<file path="config.mk">
export PLATFORM = sky130hd
export DESIGN_NAME = ttc_cordic
export DESIGN_NICKNAME = d
export VERILOG_FILES = /design/src/rtl/ttc_pkg.sv /design/src/rtl/ttc_cordic.sv
export SDC_FILE = /design/constraint.sdc
export NUM_CORES = 2
export LEC_CHECK = 0
export BUFFER_PORTS_ARGS = -buffer_cell sky130_fd_sc_hd__buf_2
export CAP_MARGIN = 20
export CORE_MARGIN = 2
export CORE_UTILIZATION = 45
export CTS_CLUSTER_DIAMETER = 200
export DETAILED_ROUTE_END_ITERATION = 7
export MAX_ROUTING_LAYER = met4
export PLACE_DENSITY = 0.71
export SLEW_MARGIN = 10
export SYNTH_ARGS = -nofsm -noshare
export SYNTH_HDL_FRONTEND = slang
export SYNTH_SLANG_ARGS = --single-unit
</file>
<file path="constraint.sdc">
create_clock -name clk_i -period 8.7 [get_ports clk_i]
set_input_delay 1.74 -clock clk_i [delete_from_list [all_inputs] [get_ports clk_i]]
set_output_delay 1.74 -clock clk_i [all_outputs]
set_load 0.005 [all_outputs]
</file>
<file path="src/rtl/ttc_pkg.sv">
// Package for the trajectory tracking controller.
// Holds shared constants, the CORDIC arc table and register indexes; no dependencies.
package ttc_pkg;

  localparam int unsigned TableLen = 24;
  localparam logic signed [63:0] CordicGainQ30 = 64'sd652032874;
  localparam logic signed [31:0] InvTwoPiQ16   = 32'sd10430;

  localparam logic [1:0] KindStart  = 2'd0;
  localparam logic [1:0] KindSecond = 2'd1;
  localparam logic [1:0] KindTrack  = 2'd2;

  localparam logic [1:0] RegGainVel = 2'd0;
  localparam logic [1:0] RegGainPos = 2'd1;
  localparam logic [1:0] RegStepT   = 2'd2;
  localparam logic [1:0] RegStepR   = 2'd3;

  // arctangent of 2^-i in heading units
  function automatic logic signed [15:0] arc_lut(input logic [4:0] i);
    case (i)
      5'd0:  arc_lut = 16'sd8192;
      5'd1:  arc_lut = 16'sd4836;
      5'd2:  arc_lut = 16'sd2555;
      5'd3:  arc_lut = 16'sd1297;
      5'd4:  arc_lut = 16'sd651;
      5'd5:  arc_lut = 16'sd326;
      5'd6:  arc_lut = 16'sd163;
      5'd7:  arc_lut = 16'sd81;
      5'd8:  arc_lut = 16'sd41;
      5'd9:  arc_lut = 16'sd20;
      5'd10: arc_lut = 16'sd10;
      5'd11: arc_lut = 16'sd5;
      5'd12: arc_lut = 16'sd3;
      5'd13: arc_lut = 16'sd1;
      5'd14: arc_lut = 16'sd1;
      default: arc_lut = 16'sd0;
    endcase
  endfunction

  // saturate a 64 bit value to signed 32 bit
  function automatic logic signed [31:0] sat32(input logic signed [63:0] v);
    if (v > 64'sd2147483647) sat32 = 32'sh7fffffff;
    else if (v < -64'sd2147483648) sat32 = 32'sh80000000;
    else sat32 = v[31:0];
  endfunction

endpackage

</file>
<file path="src/rtl/ttc_cordic.sv">
// Iterative CORDIC unit: rotation (sin/cos of a heading) or vectoring (heading of a vector).
// One micro-rotation per cycle. Depends on ttc_pkg.
module ttc_cordic import ttc_pkg::*; #(
  parameter int unsigned CordicSteps = 16
) (
  input  logic               clk_i,
  input  logic               rst_ni,
  input  logic               start_i,
  input  logic               vec_i,
  input  logic        [15:0] ang_i,
  input  logic signed [32:0] dx_i,
  input  logic signed [32:0] dy_i,
  output logic               done_o,
  output logic signed [31:0] cos_o,
  output logic signed [31:0] sin_o,
  output logic        [15:0] ang_o
);

  localparam int unsigned NSteps = (CordicSteps > TableLen) ? TableLen : CordicSteps;

  logic signed [63:0] x_q, x_d, y_q, y_d;
  logic signed [31:0] z_q, z_d;
  logic [4:0] i_q, i_d;
  logic busy_q, busy_d, vec_q, vec_d, flip_q, flip_d, zero_q, zero_d, done_q, done_d;

  logic [15:0] a_rot;
  logic signed [63:0] xs, ys, ex, ey;
  logic dir;

  always_comb begin
    a_rot = ang_i;
    if (((ang_i + 16'd16384) & 16'h8000) != 16'd0) a_rot = ang_i ^ 16'h8000;
    xs = x_q >>> i_q;
    ys = y_q >>> i_q;
    dir = vec_q ? (y_q <= 0) : (z_q >= 0);
    x_d = x_q; y_d = y_q; z_d = z_q; i_d = i_q; busy_d = busy_q;
    vec_d = vec_q; flip_d = flip_q; zero_d = zero_q; done_d = 1'b0;
    if (start_i) begin
      busy_d = 1'b1; i_d = '0; vec_d = vec_i;
      if (vec_i) begin
        ex = 64'(dx_i) <<< 20; ey = 64'(dy_i) <<< 20;
        zero_d = (dx_i == 0) && (dy_i == 0);
        flip_d = 1'b0;
        if (ex < 0) begin
          x_d = -ex; y_d = -ey; z_d = 32'sd32768;
        end else begin
          x_d = ex; y_d = ey; z_d = '0;
        end
      end else begin
        ex = '0; ey = '0;
        zero_d = 1'b0;
        flip_d = ((ang_i + 16'd16384) & 16'h8000) != 16'd0;
        x_d = CordicGainQ30; y_d = '0;
        z_d = 32'(signed'(a_rot));
      end
      if (NSteps == 0) begin
        busy_d = 1'b0; done_d = 1'b1;
      end
    end else begin
      ex = '0; ey = '0;
      if (busy_q) begin
        if (dir) begin
          x_d = x_q - ys; y_d = y_q + xs; z_d = z_q - 32'(arc_lut(i_q));
        end else begin
          x_d = x_q + ys; y_d = y_q - xs; z_d = z_q + 32'(arc_lut(i_q));
        end
        i_d = i_q + 5'd1;
        if (32'(i_q) == NSteps - 1) begin
          busy_d = 1'b0; done_d = 1'b1;
        end
      end
    end
  end

  always_ff @(posedge clk_i or negedge rst_ni) begin
    if (!rst_ni) begin
      busy_q <= 1'b0; done_q <= 1'b0; i_q <= '0;
    end else begin
      busy_q <= busy_d; done_q <= done_d; i_q <= i_d;
    end
  end

  always_ff @(posedge clk_i) begin
    x_q <= x_d; y_q <= y_d; z_q <= z_d;
    vec_q <= vec_d; flip_q <= flip_d; zero_q <= zero_d;
  end

  logic signed [63:0] xf, yf;
  assign xf = flip_q ? -x_q : x_q;
  assign yf = flip_q ? -y_q : y_q;
  assign cos_o = sat32(xf >>> 14);
  assign sin_o = sat32(yf >>> 14);
  assign ang_o = zero_q ? 16'd0 : z_q[15:0];
  assign done_o = done_q;

endmodule

</file>
# ---- Word level (Yosys, flattened, before mapping)
# Memories as Yosys holds them, arrays and structs flattened.
# Index checks and enable logic that the tools add are counted.
dict set report totals {
  regBits 170
  rom_bits 448
  out_inout_bits 81
  n_memories 2
  in_bits 86
  wordCells 78
}
dict set report classes {
  reduce_logical 4
  eq_ne 1
  add_sub_neg 12
  bitwise_logic 1
  shifts 2
  magnitude_cmp 7
  muxes 40
}
# name words word_bits read_ports rd_ports_with_merged_regs write_ports line_no
set mem_list {}
lappend mem_list {{(no name shown)} 16 14 1 0 0 ttc_pkg.sv:20} ;# case (i)
lappend mem_list {{(no name shown)} 16 14 1 0 0 ttc_pkg.sv:20}
# cell n
set op_table {}
lappend op_table {{64-bit two-way mux} 12}
lappend op_table {{32-bit two-way mux} 8}
lappend op_table {{16-bit two-way mux} 11}
lappend op_table {{64-bit adder} 2}
lappend op_table {{53-bit negation with 64-bit output} 2}
lappend op_table {{64-bit negation} 2}
lappend op_table {{64-bit by 5-bit >>> shifter with 64-bit output} 2}
lappend op_table {{64-bit subtractor} 2}
lappend op_table {{50-bit by 32-bit > comparator with 1-bit output (second input constant)} 2}
lappend op_table {{50-bit by 32-bit less-than comparator with 1-bit output (second input constant)} 2}
lappend op_table {{33-bit logical NOT} 2}
lappend op_table {{64-bit by 1-bit <= comparator with 1-bit output (second input constant)} 1}
lappend op_table {{53-bit by 1-bit less-than comparator with 1-bit output (second input constant)} 1}
lappend op_table {{32-bit by 16-bit adder with 32-bit output} 1}
lappend op_table {{32-bit by 1-bit >= comparator with 1-bit output (second input constant)} 1}
lappend op_table {{32-bit by 16-bit subtractor with 32-bit output} 1}
lappend op_table {{16-bit by 15-bit adder with 16-bit output (second input constant)} 1}
lappend op_table {{5-bit two-way mux} 2}
lappend op_table {{1-bit two-way mux} 7}
lappend op_table {{5-bit by 1-bit adder with 5-bit output (second input constant)} 1}
lappend op_table {{5-bit by 4-bit == test with 1-bit output (second input constant)} 1}
lappend op_table {{2-bit nonzero test} 1}
lappend op_table {{1-bit logical AND} 1}
lappend op_table {{1-bit NOT} 1}

# ---- Depth between registers and ports, before layout
dict set report depth {
  ltp_word 9
  ltp_mapped 35
  depth_no_buf 28
}

# ---- Worst setup path before layout
# Ideal clock, no wire load.
dict set report synth_path {
  path_kind {register -> register}
  from {register y_q[16]}
  to {register x_q[61], data pin}
  setup_time_ps 266
  path_slack_ps 1450
  path_stages_with_launch 31
  synth_period_minus_slack_ps 7250
  required_ps 8434
  t_arrival_ps 6984
  path_buffers 5
  path_cell_list {edfxtp_1 -> clkbuf_1 -> nor4_1 -> nand2_1 -> or4_1 -> clkbuf_1 -> or4b_1 -> clkbuf_1 -> nor3_1 -> nand2b_1 -> or3_1 -> nand3b_1 -> o21a_1 -> clkbuf_1 -> clkbuf_1 -> a21oi_1 -> xnor2_1 -> ha_1 -> and3_1 -> and3_1 -> and4_1 -> a22oi_1 -> nand2_1 -> a211o_1 -> a211o_1 -> a22o_1 -> o31ai_1 -> o21ai_0 -> a311oi_1 -> xor2_1 -> nor2_1}
}
dict set report synth_between {
  elab_chain_cells 5
  elab_cells_between_ends 8
  cone_classes {add/sub: 2; order compare: 1; shift: 1; mux: 4}
}
# element line_no
set synth_rtl {}
lappend synth_rtl {{start: declaration} ttc_cordic.sv:21} ;# logic signed [63:0] x_q, x_d, y_q, y_d;
lappend synth_rtl {{start signal: assignment} ttc_cordic.sv:84} ;# x_q <= x_d; y_q <= y_d; z_q <= z_d;
lappend synth_rtl {{64-bit by 5-bit >>> shifter with 64-bit output / 64-bit by 1-bit <= comparator with 1-bit output (equally long branches)} {ttc_cordic.sv:34, ttc_cordic.sv:35}}
lappend synth_rtl {{64-bit adder, or another cell as far along} ttc_cordic.sv:65} ;# x_d = x_q + ys; y_d = y_q - xs; z_d = z_q + 32'(arc_lut(i_q));
lappend synth_rtl {{64-bit two-way mux (*)} ttc_cordic.sv:62} ;# if (dir) begin
lappend synth_rtl {{64-bit two-way mux (*)} ttc_cordic.sv:61} ;# if (busy_q) begin
lappend synth_rtl {{64-bit two-way mux (*)} ttc_cordic.sv:38} ;# if (start_i) begin
lappend synth_rtl {{net x_d[61]} ttc_cordic.sv:21}
lappend synth_rtl {{end signal: assignment} ttc_cordic.sv:84}
lappend synth_rtl {{end: declaration} ttc_cordic.sv:21}
# The timed path passes the listed nets; every way through them passes the cells marked *. The select of a mux whose other input is x is not followed.
# A chain may end at the register's enable or synchronous reset.

# ---- Worst setup path in the final report
dict set report layout_path {
  from {register y_q[2]}
  to {register y_q[61], data pin}
}
dict set report layout_between {
  elab_chain_cells 5
  elab_cells_between_ends 7
  cone_classes {add/sub: 2; order compare: 1; mux: 4}
}
# element line_no
set layout_rtl {}
lappend layout_rtl {{64-bit by 1-bit <= comparator with 1-bit output} ttc_cordic.sv:35} ;# dir = vec_q ? (y_q <= 0) : (z_q >= 0);
lappend layout_rtl {{1-bit two-way mux} ttc_cordic.sv:35}
lappend layout_rtl {{64-bit two-way mux (*)} ttc_cordic.sv:62}
lappend layout_rtl {{64-bit two-way mux (*)} ttc_cordic.sv:61}
lappend layout_rtl {{64-bit two-way mux (*)} ttc_cordic.sv:38}
lappend layout_rtl {{net y_d[61]} ttc_cordic.sv:21}
# Marks and branches as above.

==> flow_metrics.env <==
export IMPL_hold_viol=0
export IMPL_pre_cts_ws_ns=0.556
export IMPL_finalNonFillerCells=5005
export IMPL_netlist_instances=4036
export IMPL_vias=34352
export IMPL_cts_buffers=17
export IMPL_clock_fmax_ghz=0.122
export IMPL_cts_tree="yes"
export IMPL_finalCoreUtilization=0.487
export IMPL_whs_ns=0.671
export IMPL_place_area_um2=34700
export IMPL_skew_ns=0.0319
export IMPL_io_buffers=166
export IMPL_rsz0062_at_grt="false"
export IMPL_cts_clk_slew_worst_paths_ns=0.10
export IMPL_cts_root_buffer="clkbuf_16"
export IMPL_insertion_delay_ns=0.53
export IMPL_vias_per_cell=6.86
export IMPL_coreArea_um2=72600
export IMPL_required_ns=8.92
export IMPL_slowest_stage="or4_1"
export IMPL_wirelength_mm=133
export IMPL_ir_drop_uv=208
export IMPL_tns_ns=0
export IMPL_p_per_area_nw_per_um2=500
export IMPL_ios=167
export IMPL_report_final_slew_viol_count=0
export IMPL_initial_core_util=0.453
export IMPL_routabilityCongestion=1.06
export IMPL_cts_sinks=170
export IMPL_die_y_um=274
export IMPL_ys_ff_latch=170
export IMPL_period_needed_ns=8.20
export IMPL_die_x_um=274
export IMPL_ys_flop_type="edfxtp_1"
export IMPL_max_stage_delay_ns=0.74
export IMPL_crit_type="reg -> reg"
export IMPL_drive_above_1_share=0.162
export IMPL_finalCritPeriodShare=0.943
export IMPL_overflow=0
export IMPL_ctsHoldBuffers=0
export IMPL_syn_to_final_growth_pct=7.47
export IMPL_dp_hpwl_mm=102
export IMPL_grt_max_degree=82
export IMPL_synth_edff_count=163
export IMPL_dp_cells=4965
export IMPL_finalPower_mw=17.7
export IMPL_ys_seq_area_frac=0.154
export IMPL_max_cap_violations=0
export IMPL_syn_area_um2=32900
export IMPL_rows=99
export IMPL_cp_max_fo=20
export IMPL_nets=4298
export IMPL_grtUsageTotal=0.353
export IMPL_r2r_cells=28
export IMPL_grt_pass1_vias=31164
export IMPL_drc=0
export IMPL_endpoint_kind="flip-flop"
export IMPL_finalSetupViolCount=0
export IMPL_cp_start_kind="flip-flop"
export IMPL_drt_first_iter_violations=5026
export IMPL_drt_pre_antenna_iters=6
export IMPL_ys_warn_count=0
export IMPL_p_leak_nw=14.0
export IMPL_worst_hold_path_num_cells=1
export IMPL_grt_pass1_wl_mm=197
export IMPL_critPathArrivalTime_ns=8.42
export IMPL_wl_per_cell_um=26.5
export IMPL_htreeDepth=4
export IMPL_outcome="completed"
export IMPL_hp_class="reg -> reg"
export IMPL_die_area_um2=75200
export IMPL_synth_nets=4307
export IMPL_tightest_slew_ns=1.16
export IMPL_avgSynthCellArea_um2=8.15
export IMPL_final_design_area_no_fill_um2=35300
export IMPL_async_reset_ff_frac=0.0412
export IMPL_antenna_left=0
export IMPL_grt_antenna_before_repair=2
export IMPL_relSlewSlack=0.220
export IMPL_setup_slack_ns=0.497
export IMPL_synth_cell_types=103
export IMPL_clock_path_buffers=2
==> where the power goes <==
part | internal (mW) | switching, mW
Clock | 0.412 | 0.426
Combinational | 6.00 | 8.27
Sequential | 1.55 | 1.01
Total | 7.97 | 9.71
==> sequential cells by signal (all words and copies together) (netlist names) <==
signal / cells
y_q: 64
flip_q: 1
busy_q: 1
x_q: 64
z_q: 32
vec_q: 1
done_o: 1
zero_q: 1
i_q: 5
==> per-layer routing <==
metal  GRT usage  part of all wire  wire [um]
met5           -                 0          0
met4       0.148             0.047       6300
met3      0.0806              0.11      14700
met2       0.530              0.44      58800
met1       0.457              0.40      53000
==> path summary, 6_finish.rpt <==
| check | start | to | slack, ns |
|---|---|---|---|
| setup / recovery | y_q[2] | y_q[61] | 0.50 |
| hold / removal | busy_q | i_q[4] | 0.67 |
| setup reg to reg | y_q[2] | y_q[61] | 0.50 |
| hold reg to reg | busy_q | i_q[4] | 0.67 |
| max in group asynchronous | rst_ni | i_q[4] | 7.34 |
| min in group asynchronous | rst_ni | i_q[3] | 1.08 |
==> Yosys cell counts, types with 70 or more instances <==
| master | number | share of area |
|---|---|---|
| a21o_1 | 111 | 0.025 |
| a21oi_1 | 253 | 0.039 |
| clkbuf_1 | 220 | 0.025 |
| edfxtp_1 | 163 | 0.15 |
| ha_1 | 182 | 0.069 |
| inv_1 | 70 | 0.0080 |
| mux2_2 | 72 | 0.025 |
| mux2i_1 | 164 | 0.050 |
| mux4_2 | 159 | 0.11 |
| nand2_1 | 361 | 0.041 |
| nand3_1 | 84 | 0.013 |
| nor2_1 | 274 | 0.031 |
| o21ai_0 | 351 | 0.053 |
| o22ai_1 | 110 | 0.021 |
| xnor2_1 | 172 | 0.046 |
| xor2_1 | 247 | 0.066 |
==> worst max-delay path: cells and delay by family (launching register included) <==
| kind | cells | cell delay, ns |
|---|---|---|
| DFF | 1 | 0.46 |
| AOI/OAI and AO/OA | 11 | 2.76 |
| adders and majority gates | 1 | 0.37 |
| and+or+nand+nor | 11 | 3.39 |
| xor gates and xnor gates | 2 | 0.23 |
| buffers and inverters | 3 | 0.65 |
==> cells by family after synthesis <==
group / count (synthesis) / share of synthesized area
AO/OA/AOI/OAI: 1291 / 0.254
AND/OR/NAND/NOR: 1162 / 0.173
XOR/XNOR: 419 / 0.112
buffers and inverters: 414 / 0.0519
multiplexers: 395 / 0.184
adder cells (fa/ha/maj): 185 / 0.0711
flip-flops: 170 / 0.154
==> layout make-up <==
cell class / instances / area (um2)
multi-input combinational: 3452 / 26200
antenna: 6 / 15.0
clock inverter: 12 / 130
inverter: 76 / 289
sequential: 170 / 5090
timing repair buffer: 310 / 2010
clock buffer: 20 / 447
tap: 959 / 1200
fill: 7101 / 37300
==> layout by cell type, fill, tap and decap left out, types with 51 or more instances in the layout <==
cell,netlist,layout
mux2_2,72,72
xnor2_1,172,172
nor3_1,57,57
buf_4,6,137
mux2i_1,164,163
ha_1,182,182
nand2_1,361,359
xor2_1,247,247
inv_1,70,68
o21ai_0,351,350
nor2_1,274,273
buf_2,52,165
o31ai_1,52,51
nand3_1,84,84
edfxtp_1,163,163
nor2b_1,63,63
o22ai_1,110,110
a21o_1,111,111
mux4_2,159,159
a31oi_1,54,54
a21oi_1,253,253
==> repair_timing <==
| action | 4_1_cts | 5_1_grt |
|---|---|---|
| buffers inserted | 0 | 1 |
| hold endpoints to repair | 0 | 0 |
| resized for setup | 0 | 2 |
| setup endpoints to repair | 0 | 8 |
Note: power is estimated with default switching activity, not from simulation.
