**config.mk**
```make
export PLATFORM = sky130hd
export DESIGN_NAME = ttc_divider
export DESIGN_NICKNAME = d
export VERILOG_FILES = /design/src/rtl/ttc_pkg.sv /design/src/rtl/ttc_divider.sv
export SDC_FILE = /design/constraint.sdc
export NUM_CORES = 1
export LEC_CHECK = 0
export ABC_AREA = 1
export BUFFER_PORTS_ARGS = -buffer_cell sky130_fd_sc_hd__buf_2
export CORE_ASPECT_RATIO = 1.25
export CORE_MARGIN = 2
export CORE_UTILIZATION = 45
export CTS_CLUSTER_DIAMETER = 50
export CTS_CLUSTER_SIZE = 30
export DETAILED_ROUTE_END_ITERATION = 16
export HOLD_SLACK_MARGIN = 0.08
export SKIP_LAST_GASP = 1
export SYNTH_ARGS = -nofsm -noshare
export SYNTH_HDL_FRONTEND = slang
export SYNTH_SLANG_ARGS = --single-unit
export TNS_END_PERCENT = 30
```
**constraint.sdc**
```tcl
create_clock -name clk_i -period 6 [get_ports clk_i]
set_input_delay 1.2 -clock clk_i [delete_from_list [all_inputs] [get_ports clk_i]]
set_output_delay 1.2 -clock clk_i [all_outputs]
set_load 0.02 [all_outputs]
```
**src/rtl/ttc_pkg.sv**
```systemverilog
// Package for the trajectory tracking controller.
// Holds shared constants, the CORDIC arc table and register indexes; no dependencies.
package ttc_pkg;

  localparam int unsigned TableLen = 24;
  localparam logic signed [63:0] CordicGainQ30 = 64'sd652032874;
  localparam logic signed [31:0] InvTwoPiQ16   = 32'sd10430;

  localparam logic [1:0] KindStart  = 2'd0;
  localparam logic [1:0] KindSecond = 2'd1;
  localparam logic [1:0] KindTrack  = 2'd2;

  localparam logic [1:0] RegGainVel = 2'd0;
  localparam logic [1:0] RegGainPos = 2'd1;
  localparam logic [1:0] RegStepT   = 2'd2;
  localparam logic [1:0] RegStepR   = 2'd3;

  // arctangent of 2^-i in heading units
  function automatic logic signed [15:0] arc_lut(input logic [4:0] i);
    case (i)
      5'd0:  arc_lut = 16'sd8192;
      5'd1:  arc_lut = 16'sd4836;
      5'd2:  arc_lut = 16'sd2555;
      5'd3:  arc_lut = 16'sd1297;
      5'd4:  arc_lut = 16'sd651;
      5'd5:  arc_lut = 16'sd326;
      5'd6:  arc_lut = 16'sd163;
      5'd7:  arc_lut = 16'sd81;
      5'd8:  arc_lut = 16'sd41;
      5'd9:  arc_lut = 16'sd20;
      5'd10: arc_lut = 16'sd10;
      5'd11: arc_lut = 16'sd5;
      5'd12: arc_lut = 16'sd3;
      5'd13: arc_lut = 16'sd1;
      5'd14: arc_lut = 16'sd1;
      default: arc_lut = 16'sd0;
    endcase
  endfunction

  // saturate a 64 bit value to signed 32 bit
  function automatic logic signed [31:0] sat32(input logic signed [63:0] v);
    if (v > 64'sd2147483647) sat32 = 32'sh7fffffff;
    else if (v < -64'sd2147483648) sat32 = 32'sh80000000;
    else sat32 = v[31:0];
  endfunction

endpackage

```
**src/rtl/ttc_divider.sv**
```systemverilog
// Restoring divider: 64 bit signed dividend by 32 bit signed divisor, truncating.
// One quotient bit per cycle. Depends on ttc_pkg.
module ttc_divider import ttc_pkg::*; (
  input  logic               clk_i,
  input  logic               rst_ni,
  input  logic               start_i,
  input  logic signed [63:0] num_i,
  input  logic signed [31:0] den_i,
  output logic               done_o,
  output logic signed [31:0] quo_o
);

  logic [63:0] q_q, q_d;
  logic [32:0] r_q, r_d;
  logic [31:0] d_q, d_d;
  logic [6:0] n_q, n_d;
  logic neg_q, neg_d, busy_q, busy_d, done_q, done_d;
  logic [33:0] sh, diff;
  logic [63:0] qabs;
  logic signed [64:0] qs;

  always_comb begin
    q_d = q_q; r_d = r_q; d_d = d_q; n_d = n_q; neg_d = neg_q;
    busy_d = busy_q; done_d = 1'b0;
    sh = {r_q, q_q[63]};
    diff = sh - {2'b0, d_q};
    if (start_i) begin
      q_d = num_i[63] ? 64'(-num_i) : num_i;
      d_d = den_i[31] ? 32'(-den_i) : den_i;
      neg_d = num_i[63] ^ den_i[31];
      r_d = '0; n_d = '0; busy_d = 1'b1;
    end else if (busy_q) begin
      if (!diff[33]) begin
        r_d = diff[32:0]; q_d = {q_q[62:0], 1'b1};
      end else begin
        r_d = sh[32:0]; q_d = {q_q[62:0], 1'b0};
      end
      n_d = n_q + 7'd1;
      if (n_q == 7'd63) begin
        busy_d = 1'b0; done_d = 1'b1;
      end
    end
  end

  always_ff @(posedge clk_i or negedge rst_ni) begin
    if (!rst_ni) begin
      busy_q <= 1'b0; done_q <= 1'b0; n_q <= '0;
    end else begin
      busy_q <= busy_d; done_q <= done_d; n_q <= n_d;
    end
  end

  always_ff @(posedge clk_i) begin
    q_q <= q_d; r_q <= r_d; d_q <= d_d; neg_q <= neg_d;
  end

  assign qabs = q_q;
  assign qs = neg_q ? -$signed({1'b0, qabs}) : $signed({1'b0, qabs});
  assign quo_o = sat32(qs[64] ? (qs < -65'sd9223372036854775807 ? 64'sh8000000000000000
                                                                  : qs[63:0])
                              : (qs[63] ? 64'sh7fffffffffffffff : qs[63:0]));
  assign done_o = done_q;

endmodule

```
# ---- After elaboration in Yosys (flattened, before gate mapping)
# Cells that the tools add are included.
dict set report totals {
  inputBits 99
  register_bits 139
  wordCells 39
}
dict set report op_classes {
  eq_ne 1
  bitwise_logic 1
  muxes 20
  n_reduce_logical 1
  magnitude_cmp 3
  addsub 5
}
# operator n
set ops {}
lappend ops {{$mux 64} 5}
lappend ops {{$lt 65x64->1 const B} 1}
lappend ops {{$mux 65} 1}
lappend ops {{$neg 64->65} 1}
lappend ops {{$gt 64x32->1 const B} 1}
lappend ops {{$lt 64x32->1 const B} 1}
lappend ops {{$mux 32} 2}
lappend ops {{$neg 64->64} 1}
lappend ops {{$mux 63} 1}
lappend ops {{$sub 34x32->34} 1}
lappend ops {{$mux 33} 1}
lappend ops {{$neg 32->32} 1}
lappend ops {{$mux 31} 1}
lappend ops {{$mux 7} 2}
lappend ops {{$add 7x1->7 const B} 1}
lappend ops {{$eq 7x6->1 const B} 1}
lappend ops {{$mux 1} 7}
lappend ops {{$reduce_bool 2->1} 1}
lappend ops {{$xor 1x1->1} 1}

# ---- Longest topological paths before layout
# Gate-level depths: netlist of the first run.
dict set report logic_depth {
  word_depth 8
  mapped_depth 20
}

# ---- Worst setup path before layout of the first run
# No wires, ideal clock.
dict set report synth_path {
  kind {input port to flip-flop}
  from {in start_i}
  to {reg q_q[0] (enable)}
  arrival_time_ns 2.994
  slack_ns 2.584
  path_stages 3
  required_ns 5.578
  cell_sequence {clkbuf_1 nor2_1 inv_1}
}
dict set report synth_between {
  elab_chain_cells 1
}
# element line_no
set synth_lines {}
lappend synth_lines {{start, declared} ttc_divider.sv:6} ;# input logic start_i,
lappend synth_lines {{$reduce_bool 2->1 (no source line)} -}
lappend synth_lines {{end signal, assigned} ttc_divider.sv:54} ;# q_q <= q_d; r_q <= r_d; d_q <= d_d; neg_q <= neg_d;
lappend synth_lines {{end, declared} ttc_divider.sv:13} ;# logic [63:0] q_q, q_d;
# No other way between the ends.
# A chain may end at the register's enable or synchronous reset.

# ---- Worst setup path after layout of the first run
dict set report layout_path {
  from {reg q_q[42]}
  to {out quo_o[1]}
}
dict set report layout_between {
  elab_chain_cells 8
  word_cells_on_any_way 10
  cone_classes {1 x add/sub; 3 x order compare; 6 x mux}
}
# element line_no
set layout_lines {}
lappend layout_lines {{$neg 64->65} ttc_divider.sv:58} ;# assign qs = neg_q ? -$signed({1'b0, qabs}) : $signed({1'b0, qabs});
lappend layout_lines {{$mux 65 *} ttc_divider.sv:58}
lappend layout_lines {{$lt 65x64->1} ttc_divider.sv:59} ;# assign quo_o = sat32(qs[64] ? (qs < -65'sd9223372036854775807 ? 64'sh8000000000000000
lappend layout_lines {{$mux 64} ttc_divider.sv:59}
lappend layout_lines {{$mux 64 *} ttc_divider.sv:59}
lappend layout_lines {{$lt 64x32->1} ttc_pkg.sv:43} ;# else if (v < -64'sd2147483648) sat32 = 32'sh80000000;
lappend layout_lines {{$mux 32} ttc_pkg.sv:43}
lappend layout_lines {{$mux 32 *} ttc_pkg.sv:42} ;# if (v > 64'sd2147483647) sat32 = 32'sh7fffffff;
lappend layout_lines {{end, declared} ttc_divider.sv:10} ;# output logic signed [31:0] quo_o
# Mark *: on every way between the ends. The rest lies on a longest branch, timed or not.

==> results.md, run 1 <==
- The critical path arrival is 3.75 ns.
- For this design, the sink count on the clock tree is 139.
- The top layer used by detailed routing is met5.
- The data required time at the worst endpoint is between 4 and 5 ns.
- For this run, the number of standard cells in the final layout without fillers is roughly 2.5k.
- The H-tree was split into 4 levels.
- The routability-driven placement congestion ratio is around 0.99.
- The final net count is ~2.2k.
- The width of the die is about 160 µm.
- The worst-case vdd ir drop is between 150 and 200 µV.
- The final layout contains routed wiring with a total length of 42760 µm.
- The number of buffers added to fix hold violations after cts is 0.
- The final route contains 13.05k vias.
- The die covers 30090 µm².
- Combinational cells account for between 40 and 50% of the total power.
- The switching part of the total is 42.80%.
- The worst setup path is of the flip-flop to primary output kind.
- The area of the core region is 28320 µm².
- Across all hold checks on the routed design, the worst slack comes to between 0.4 and 0.5 ns.
- The via count of the first global-routing pass is 12.64k.
- Clock tree synthesis inserted a total of 17 buffers.
- STA classifies the critical path endpoint as a primary output.
- The area of the multi-input gates is roughly 8000 µm².
- The dominant synthesized flop cell is sky130_fd_sc_hd__edfxtp_1.
- The overall power is roughly 0.0044 W.
- The detailed-route DRC error count is 0.
- The count of placed standard cells including taps is between 2k and 2.5k.
- The count of cell types in the netlist is 55.
- In this run the remaining antenna-violating nets after routing total 0.
- The maximum number of pins on one net before global-route repair is slightly above 70.
- Sequential cells account for approximately 31% of the total power.
- The number of buffers added on ports is 131.
- The CTS tree is done.
- The reported leakage power is 6.790 nW.
- The total power density per cell area is 303.2 nW/µm².
- The final max-slew violation count came to 0.
- The cell count after synthesis came out at 1996.
- Counting flops with a built-in enable in the synthesized netlist gives a little under 100.
- After routing the design area is between 10000 and 15000 µm².
- Sequential elements use slightly below 30% of the synthesized area.
- Registers take about 3800 µm².
- around 130 I/O pins were placed.
- STA classifies the critical path startpoint as a flip-flop.
- The final period utilization is 82.53%.
- The first global-routing pass estimated roughly 67000 µm of wire.
- Row generation in the floorplan step produced 69 rows.
- The sum of routed wire segments on met1 is approximately 17000 µm.
- The headroom to the max-slew limit is 31.57%.
- The mean number of vias per cell is about 5.3.
- The cell area reported after detailed placement is roughly 14000 µm².
- The post-CTS setup repair buffer count is 0.
- Leaving out fill and tap cells, the most frequent cells in the layout are sky130_fd_sc_hd__nand2_1 (567), sky130_fd_sc_hd__nor2_1 (283), sky130_fd_sc_hd__inv_1 (217), sky130_fd_sc_hd__o21ai_0 (143), sky130_fd_sc_hd__buf_2 (131).
- After legalization and detailed placement, the total HPWL measured ~35000 µm.
- The path type of the worst min-delay path is flip-flop to flip-flop.
- The layout overhead on the synthesized area is 11.77%.
- The post-synthesis instance area is 12920 µm².
- The cell at the root of the clock tree is sky130_fd_sc_hd__clkbuf_16.
- The power dissipated by switching net loads is between 0.0015 and 0.002 W.
- Based on the critical path, the design can be clocked at up to between 200 and 250 MHz.
- The average routed wire per standard cell is ~17 µm.
- Setup repair after global routing left no endpoint under its margin.
- Global routing consumed, over all layers together, between 20% and 30% of the routing resources.
- The clock insertion delay at the later pin of the skew report is approximately 0.44 ns.
- The number of antenna violations at the first check in global routing is 6.
- Setup violations remaining at the end of the flow were counted as 0.
- Max-cap violations in this run came to 0.
- The clock slew at the register clock pins of the worst setup and hold paths is roughly 0.060 ns.
- For the pin with the worst max-slew slack, the measured transition is a little over 1 ns.
- For this configuration, the core starts out at a cell density of a little under half.
- For this run, the detailed router's first-pass iteration total came to 5.
- The detailed router finished its first iteration with 806 violations.
- The die extent in y is 193.4 µm.
- In the detailed route, the total length drawn on met3 is ~1600 µm.
- The critical-path maximum fanout is 33.
- The maximum root-to-sink buffer count is 2.
- The final number of hold-violating endpoints is 0.
- The clock network is responsible for 25.3% of the overall power.
- After layout, the minimum clock period comes to between 4 and 5 ns.
- For this run the aggregate overflow at the end of global routing stands at 0.
- The fraction of final layout cells with drive strength greater than 1 is about an eighth.
- The worst setup skew after layout is 0.009073 ns.
- The count of instances resized after the clock tree is built is 0.
- The run finished with clean final reports.
- The total internal power is around 0.0025 W.
- The routed wire length on met2 is around 23000 µm.
- Averaged over all synthesized cells, the footprint is approximately 6.5 µm².
- Ranked by total cell area, the synthesized netlist is headed by sky130_fd_sc_hd__edfxtp_1 (23%), sky130_fd_sc_hd__nand2_1 (16%), sky130_fd_sc_hd__nor2_1 (8.3%).
- The leading cell type in the layout, fill and taps excluded is sky130_fd_sc_hd__nand2_1.
- The count of yosys warnings during synthesis is 0.
- The layout filler cell count is ~3k.
- In this run, synthesis produced a sequential element count of 139.
- After routing, the total negative slack on setup checks comes to 0 ns.
- The number of nets produced by synthesis is ~2.1k.
- The cell taking the most area after synthesis is sky130_fd_sc_hd__edfxtp_1.
- The fraction of post-synthesis cell area in the top cell type by area is roughly 23%.
- In the synthesized netlist the async set-or-reset flop fraction comes to around 6.5%.
[metrics by stage]
step           util (%)  setup slack, ns
2_1_floorplan         -            2.584
3_3_place_gp      48.78            1.577
3_5_place_dp      48.78            1.510
4_1_cts           50.94            1.038
5_1_grt           50.95           0.7031
6_report          50.99            1.048
[cell usage after synthesis (4+ instances only)]
cell                       instances
sky130_fd_sc_hd__o211ai_1          9
sky130_fd_sc_hd__nor2_1          284
sky130_fd_sc_hd__o21bai_1          4
sky130_fd_sc_hd__edfxtp_1         97
sky130_fd_sc_hd__o21ai_2           5
sky130_fd_sc_hd__clkbuf_1         32
sky130_fd_sc_hd__nand2_1         567
sky130_fd_sc_hd__nand4_1          37
sky130_fd_sc_hd__xnor2_1          32
sky130_fd_sc_hd__o21a_1            4
sky130_fd_sc_hd__ha_1             36
sky130_fd_sc_hd__o21ai_1          25
sky130_fd_sc_hd__nor2_2           16
sky130_fd_sc_hd__nand2_2          16
sky130_fd_sc_hd__nor2_4            5
sky130_fd_sc_hd__dfxtp_1          33
sky130_fd_sc_hd__a31oi_1           6
sky130_fd_sc_hd__and3_1            4
sky130_fd_sc_hd__xor2_1           92
sky130_fd_sc_hd__a21oi_1          58
sky130_fd_sc_hd__buf_1             4
sky130_fd_sc_hd__or2_2            16
sky130_fd_sc_hd__and2_1            4
sky130_fd_sc_hd__buf_2            10
sky130_fd_sc_hd__buf_6             8
sky130_fd_sc_hd__o21ai_0         143
sky130_fd_sc_hd__nand3b_1         10
sky130_fd_sc_hd__nand3_1         128
sky130_fd_sc_hd__nor4_1           14
sky130_fd_sc_hd__dfrtp_1           9
sky130_fd_sc_hd__nor3_1           30
sky130_fd_sc_hd__inv_1           218
[cells by family after synthesis]
| kind of cell | count (synthesis) | share of synthesized area (%) |
|---|---|---|
| flops | 139 | 29.41 |
| xor+xnor | 124 | 8.408 |
| buf+inv | 278 | 8.698 |
| simple gates | 1145 | 38.21 |
| compound gates | 273 | 11.63 |
| fa+ha+maj | 37 | 3.642 |
[path summary, 6_finish.rpt]
check / cells past startpoint / slack [ns] / to / startpoint
hold / removal: 2 / 0.47 / r_q[28] / r_q[28]
min in group asynchronous: 1 / 0.60 / n_q[0] / rst_ni
setup reg to reg: 18 / 2.44 / r_q[25] / q_q[63]
hold reg to reg: 2 / 0.47 / r_q[28] / r_q[28]
setup / recovery: 17 / 1.05 / quo_o[1] / q_q[42]
max in group asynchronous: 1 / 5.22 / n_q[1] / rst_ni
[registers in the layout (all words and copies together) (netlist names)]
register and flops:
q_q 64, r_q 33, d_q 32, n_q 7
busy_q 1, done_o 1, neg_q 1
[power by group through the flow]
stage / combinational [W] / sequential [W] / clock (W)
after floorplan: 0.00144 / 0.00133 / 0
after global placement: 0.00189 / 0.00138 / 0
after detailed placement: 0.00189 / 0.00138 / 0
after CTS: 0.00191 / 0.00136 / 0.00112
after global routing: 0.00215 / 0.00139 / 0.00116
final: 0.00191 / 0.00136 / 0.00111
[layer usage]
metal	up-vias	track usage [%]
met3	75	3.562
met4	2	11.04
met5	-	0
met2	297	53.61
met1	5965	32.07
li1	6710	-
[cell type report]
type	instances	share of cell area (%)
multi-input combinational	1579	55.39
inverter	222	5.772
tap	355	3.077
antenna	5	0.08666
sequential	139	26.31
timing repair buffer	142	5.113
clock buffer	20	3.389
clock inverter	12	0.8580
[critical path, stage by stage, from the launching register on]
cell and delay (ns):
sky130_fd_sc_hd__edfxtp_1 0.48, sky130_fd_sc_hd__nor2_1 0.22, sky130_fd_sc_hd__nand2_1 0.11, sky130_fd_sc_hd__nor2_1 0.24, sky130_fd_sc_hd__nand2_1 0.14, sky130_fd_sc_hd__nor2_1 0.10
sky130_fd_sc_hd__nand2_1 0.07, sky130_fd_sc_hd__nand3_1 0.08, sky130_fd_sc_hd__nand2_2 0.10, sky130_fd_sc_hd__nand2_2 0.45, sky130_fd_sc_hd__nand2_1 0.12, sky130_fd_sc_hd__nor2_1 0.15
sky130_fd_sc_hd__nand2_1 0.06, sky130_fd_sc_hd__nor2_1 0.08, sky130_fd_sc_hd__nand4_1 0.15, sky130_fd_sc_hd__nand2_2 0.43, sky130_fd_sc_hd__nand2_1 0.13, sky130_fd_sc_hd__buf_2 0.18
No activity file was read; power rests on OpenSTA's default activity.
==> run 2, diff against run 1 <==
PLACE_DENSITY = 0.66   (was not set)
clock period = 4.25 ns   (was 6 ns; I/O delays follow)
==> run 2 against run 1 <==
Compared with the run above:
- wire length down 1.8%
- first-iteration DRC count down 9.8%
- die area unchanged
- sequential share of layout area down 0.44 points
- combinational power up 42%
- design area up 1.7%
- worst setup slack worse by 0.87 ns
- non-clock buffer count up 16
- total power up 42%
- register-to-register slack worse by 1.6 ns
- count of clock-buffer cells in the layout down 2
- largest cell class unchanged
==> results.md, run 2 (synthesized netlist as in run 1, its figures left out) <==
- Outcome: finished, final reports clean (unchanged).
- The reported leakage power is 6.889 nW (was 6.790 nW).
- The worst-path cell with the longest stage delay is sky130_fd_sc_hd__edfxtp_1 (unchanged).
- The cell area reported after detailed placement is 13840 µm² (was 13810 µm²).
- After layout, the minimum clock period comes to between 4 and 5 ns.
- The startpoint of the worst-slack reg-to-reg timing path is q_q[63] (unchanged).
- The die extent in y came to 193.4 µm (unchanged).
- The total power density per cell area was 424.3 nW/µm² (was 303.2 nW/µm²).
- The total congestion overflow was 0 (unchanged).
- The final period utilization is 95.80%.
- The data required time at the worst endpoint was 3.40 ns (was 4.80 ns).
- The number of optimization iterations in the first detailed-route pass is 7 (was 5).
- The cell with the most instances on the worst path was sky130_fd_sc_hd__nand2_1 (unchanged).
- Most frequent cells in the layout: sky130_fd_sc_hd__nand2_1 (562), sky130_fd_sc_hd__nor2_1 (277), sky130_fd_sc_hd__inv_1 (216), sky130_fd_sc_hd__o21ai_0 (143), sky130_fd_sc_hd__buf_2 (131) (was sky130_fd_sc_hd__nand2_1 (567), sky130_fd_sc_hd__nor2_1 (283), sky130_fd_sc_hd__inv_1 (217), sky130_fd_sc_hd__o21ai_0 (143), sky130_fd_sc_hd__buf_2 (131)).
- The via count of the first global-routing pass is 12.85k (was 12.64k).
- The total routing usage reported by global routing was 27.49% (was 28.43%).
- The highest clock frequency the design can meet is around 250 MHz.
- The placed wire-length estimate after detailed placement was 33280 µm (was 34590 µm).
- The power dissipated by switching net loads is 0.002591 W (was 0.001873 W).
- The number of maximum-capacitance violations is 0 (unchanged).
- The detailed-route wire length is 42000 µm (was 42760 µm).
- The final number of hold-violating endpoints is 0 (unchanged).
- The stage delay of the slowest cell on the critical path is 0.45 ns (was 0.48 ns).
- The total internal power was 0.003638 W (was 0.002503 W).
- The number of rows in the core area is 69 (unchanged).
- The via count was 13.42k (was 13.05k).
- The fraction of power consumed by sequential logic is 30.9% (was 31.2%).
- The final max-slew violation count is 0 (unchanged).
- The clock insertion delay at the later pin of the skew report was 0.43 ns (was 0.44 ns).
- The area of the core region is 28320 µm² (unchanged).
- The switching part of the total is 41.59% (was 42.80%).
- The path type of the worst min-delay path is input pin to async pin (was flip-flop to flip-flop).
- The worst-case vdd ir drop is 309.9 µV (was 181.3 µV).
- The worst setup timing slack at the placement stage is 0.1694 ns (was 1.510 ns).
- The leading cell type in the layout, fill and taps excluded is sky130_fd_sc_hd__nand2_1 (unchanged).
- The cell at the root of the clock tree is sky130_fd_sc_hd__clkbuf_16 (unchanged).
- Largest registers ranked by flip-flop count: q_q (64), r_q (33), d_q (32) (unchanged).
- The endpoint kind of the worst setup timing path is a primary output (unchanged).
- The slew at the pin closest to its max-slew limit came to 0.9116 ns (was 1.014 ns).
- The hold slack came to 0.2632 ns (was 0.4749 ns).
- The number of buffers added on ports is 131 (unchanged).
- The count of clock tree sinks is 139 (unchanged).
- The count of placed standard cells including taps is 2439 (was 2437).
- The share of total power in the clock network is 25.5% (was 25.3%).
- The register name with the most flops is q_q (unchanged).
- The critical-path maximum fanout was 16 (was 33).
- The number of standard cells in the final layout excluding fillers was 2490 (was 2474).
- The worst setup skew after layout came to 0.008531 ns (was 0.009073 ns).
- The critical path arrival is 3.22 ns (was 3.75 ns).
- The clock slew at the register clock pins of the worst setup and hold paths is 0.06 ns (about the same).
- Ordered list of cells on the worst path: buf_4 -> nor2_1 -> nand2_1 -> nor2_2 -> nand2_2 -> o21ai_4 -> nand2_2 -> nor2_4 -> nand2_2 -> nand2_1 -> nor2_1 -> nand2_1 -> nor2_1 -> nand4_1 -> buf_4 -> nand2_8 -> nand2_1 -> buf_2 (was nor2_1 -> nand2_1 -> nor2_1 -> nand2_1 -> nor2_1 -> nand2_1 -> nand3_1 -> nand2_2 -> nand2_2 -> nand2_1 -> nor2_1 -> nand2_1 -> nor2_1 -> nand4_1 -> nand2_2 -> nand2_1 -> buf_2).
- The nature of the critical path startpoint is a flip-flop (unchanged).
- The maximum number of pins on one net before global-route repair came to 70 (was 71).
- The mean number of vias per cell came to 5.389 (was 5.274).
- The setup slack of the critical path after layout is 0.1787 ns (was 1.048 ns).
- The number of antenna violations at the first check in global routing is 4 (was 6).
- The boundary pin count is 132 (unchanged).
- The violation count after the first detailed-route iteration is 727 (was 806).
- The headroom to the max-slew limit is 39.23% (was 31.57%).
- The final design instance area without fill is 14680 µm² (was 14440 µm²).
- The width of the die is 155.5 µm (unchanged).
- The average routed wire per standard cell is 16.87 µm (was 17.28 µm).
- The setup total negative slack came to 0 ns (unchanged).
- The overall die area came to 30090 µm² (unchanged).
- The fraction of final layout cells with drive strength greater than 1 is 13.18% (was 11.83%).
- The routability-driven placement congestion ratio came to 1.023 (was 0.9940).
- The CTS tree is done (unchanged).
- The worst setup path startpoint is q_q[14] (was q_q[42]).
- The number of buffers added to fix hold violations after cts is 0 (unchanged).
- The final count of negative-setup-slack endpoints is 0 (unchanged).
- The clock buffer count from CTS is 17 (unchanged).
- The detailed-route DRC error count came to 0 (unchanged).
- The starting density of the core is 45.62% (unchanged).
- The layout overhead on the synthesized area came to 13.66% (was 11.77%).
- The final net count is 2256 (was 2237).
- The startpoint-to-endpoint class of the critical path is flip-flop to primary output (unchanged).
- The number of flip-flops under the largest register name came to 64 (unchanged).
- The proportion of power drawn by combinational gates is 43.6% (about the same).
- The maximum root-to-sink buffer count was 2 (unchanged).
- The remaining antenna violation count after routing was 0 (unchanged).
- The maximum level of the CTS H-tree is 4 (unchanged).
- The global-route wire length before repair is 65090 µm (was 67030 µm).
[run 2: cell count changes in the layout (fill, tap and decap cells not counted), moves of 3 or more]
cell	before	now
sky130_fd_sc_hd__nor2_2	17	23
sky130_fd_sc_hd__bufinv_16	1	4
sky130_fd_sc_hd__nor2_1	283	277
sky130_fd_sc_hd__nand2_1	567	562
sky130_fd_sc_hd__nand2_8	0	3
sky130_fd_sc_hd__nand2_2	16	19
sky130_fd_sc_hd__inv_4	3	0
sky130_fd_sc_hd__buf_4	11	26
[run 2: layout make-up]
class,count,area [µm²]
Antenna cell,3,7.507
Inverter,222,833.3
Clock inverter,13,192.7
Clock buffer,18,429.2
Fill cell,2969,13640
Tap cell,355,444.2
Timing Repair Buffer,158,870.8
Sequential cell,139,3799
Multi-Input combinational cell,1582,8105
[run 2: worst paths after layout]
| kind | endpoint | slack, ns | depth (start not counted) |
|---|---|---|---|
| max in group asynchronous | n_q[1] | 3.81 | 1 |
| setup / recovery | quo_o[23] | 0.18 | 18 |
| hold / removal | n_q[3] | 0.26 | 1 |
| min in group clk_i | r_q[27] | 0.47 | 2 |
| setup reg to reg | r_q[26] | 0.88 | 18 |
| hold reg to reg | r_q[27] | 0.47 | 2 |
[run 2: critical path: cells and delay by family (launching register included)]
| family | cells | cell delay, ns |
|---|---|---|
| and+or+nand+nor | 14 | 1.54 |
| buffers and inverters | 3 | 0.52 |
| DFF | 1 | 0.45 |
| AOI/OAI and AO/OA | 1 | 0.26 |
[run 2: power groups by stage]
stage                     combinational [W]  clock (W)  sequential [W]
after detailed placement            0.00263          0         0.00195
after CTS                           0.00268    0.00162         0.00192
final                               0.00272    0.00159         0.00193
after global placement              0.00262          0         0.00194
after floorplan                     0.00204          0         0.00188
after global routing                0.00305    0.00167         0.00196
[run 2: what timing repair did]
action,in CTS,in global routing
pin swaps,6,3
gates cloned,3,0
buffers inserted,3,11
gates resized for setup,7,15
endpoints found under the setup margin,31,31
[run 2: through the flow]
stage               power (W)  util (%)
finish               0.006229     51.85
global route         0.006682     51.85
CTS                  0.006215     51.33
detailed placement   0.004583     48.87
global placement     0.004560     48.87
floorplan            0.003918         -
[run 2: per-layer routing]
layer	vias to the layer above	share of wire, %	routed length, µm	GRT usage [%]
li1	6778	-	-	-
met1	6053	38	16150	30.55
met2	451	50	21160	49.08
met3	135	4.9	2039	3.719
met4	2	6.3	2636	17.13
met5	-	0.033	14	0
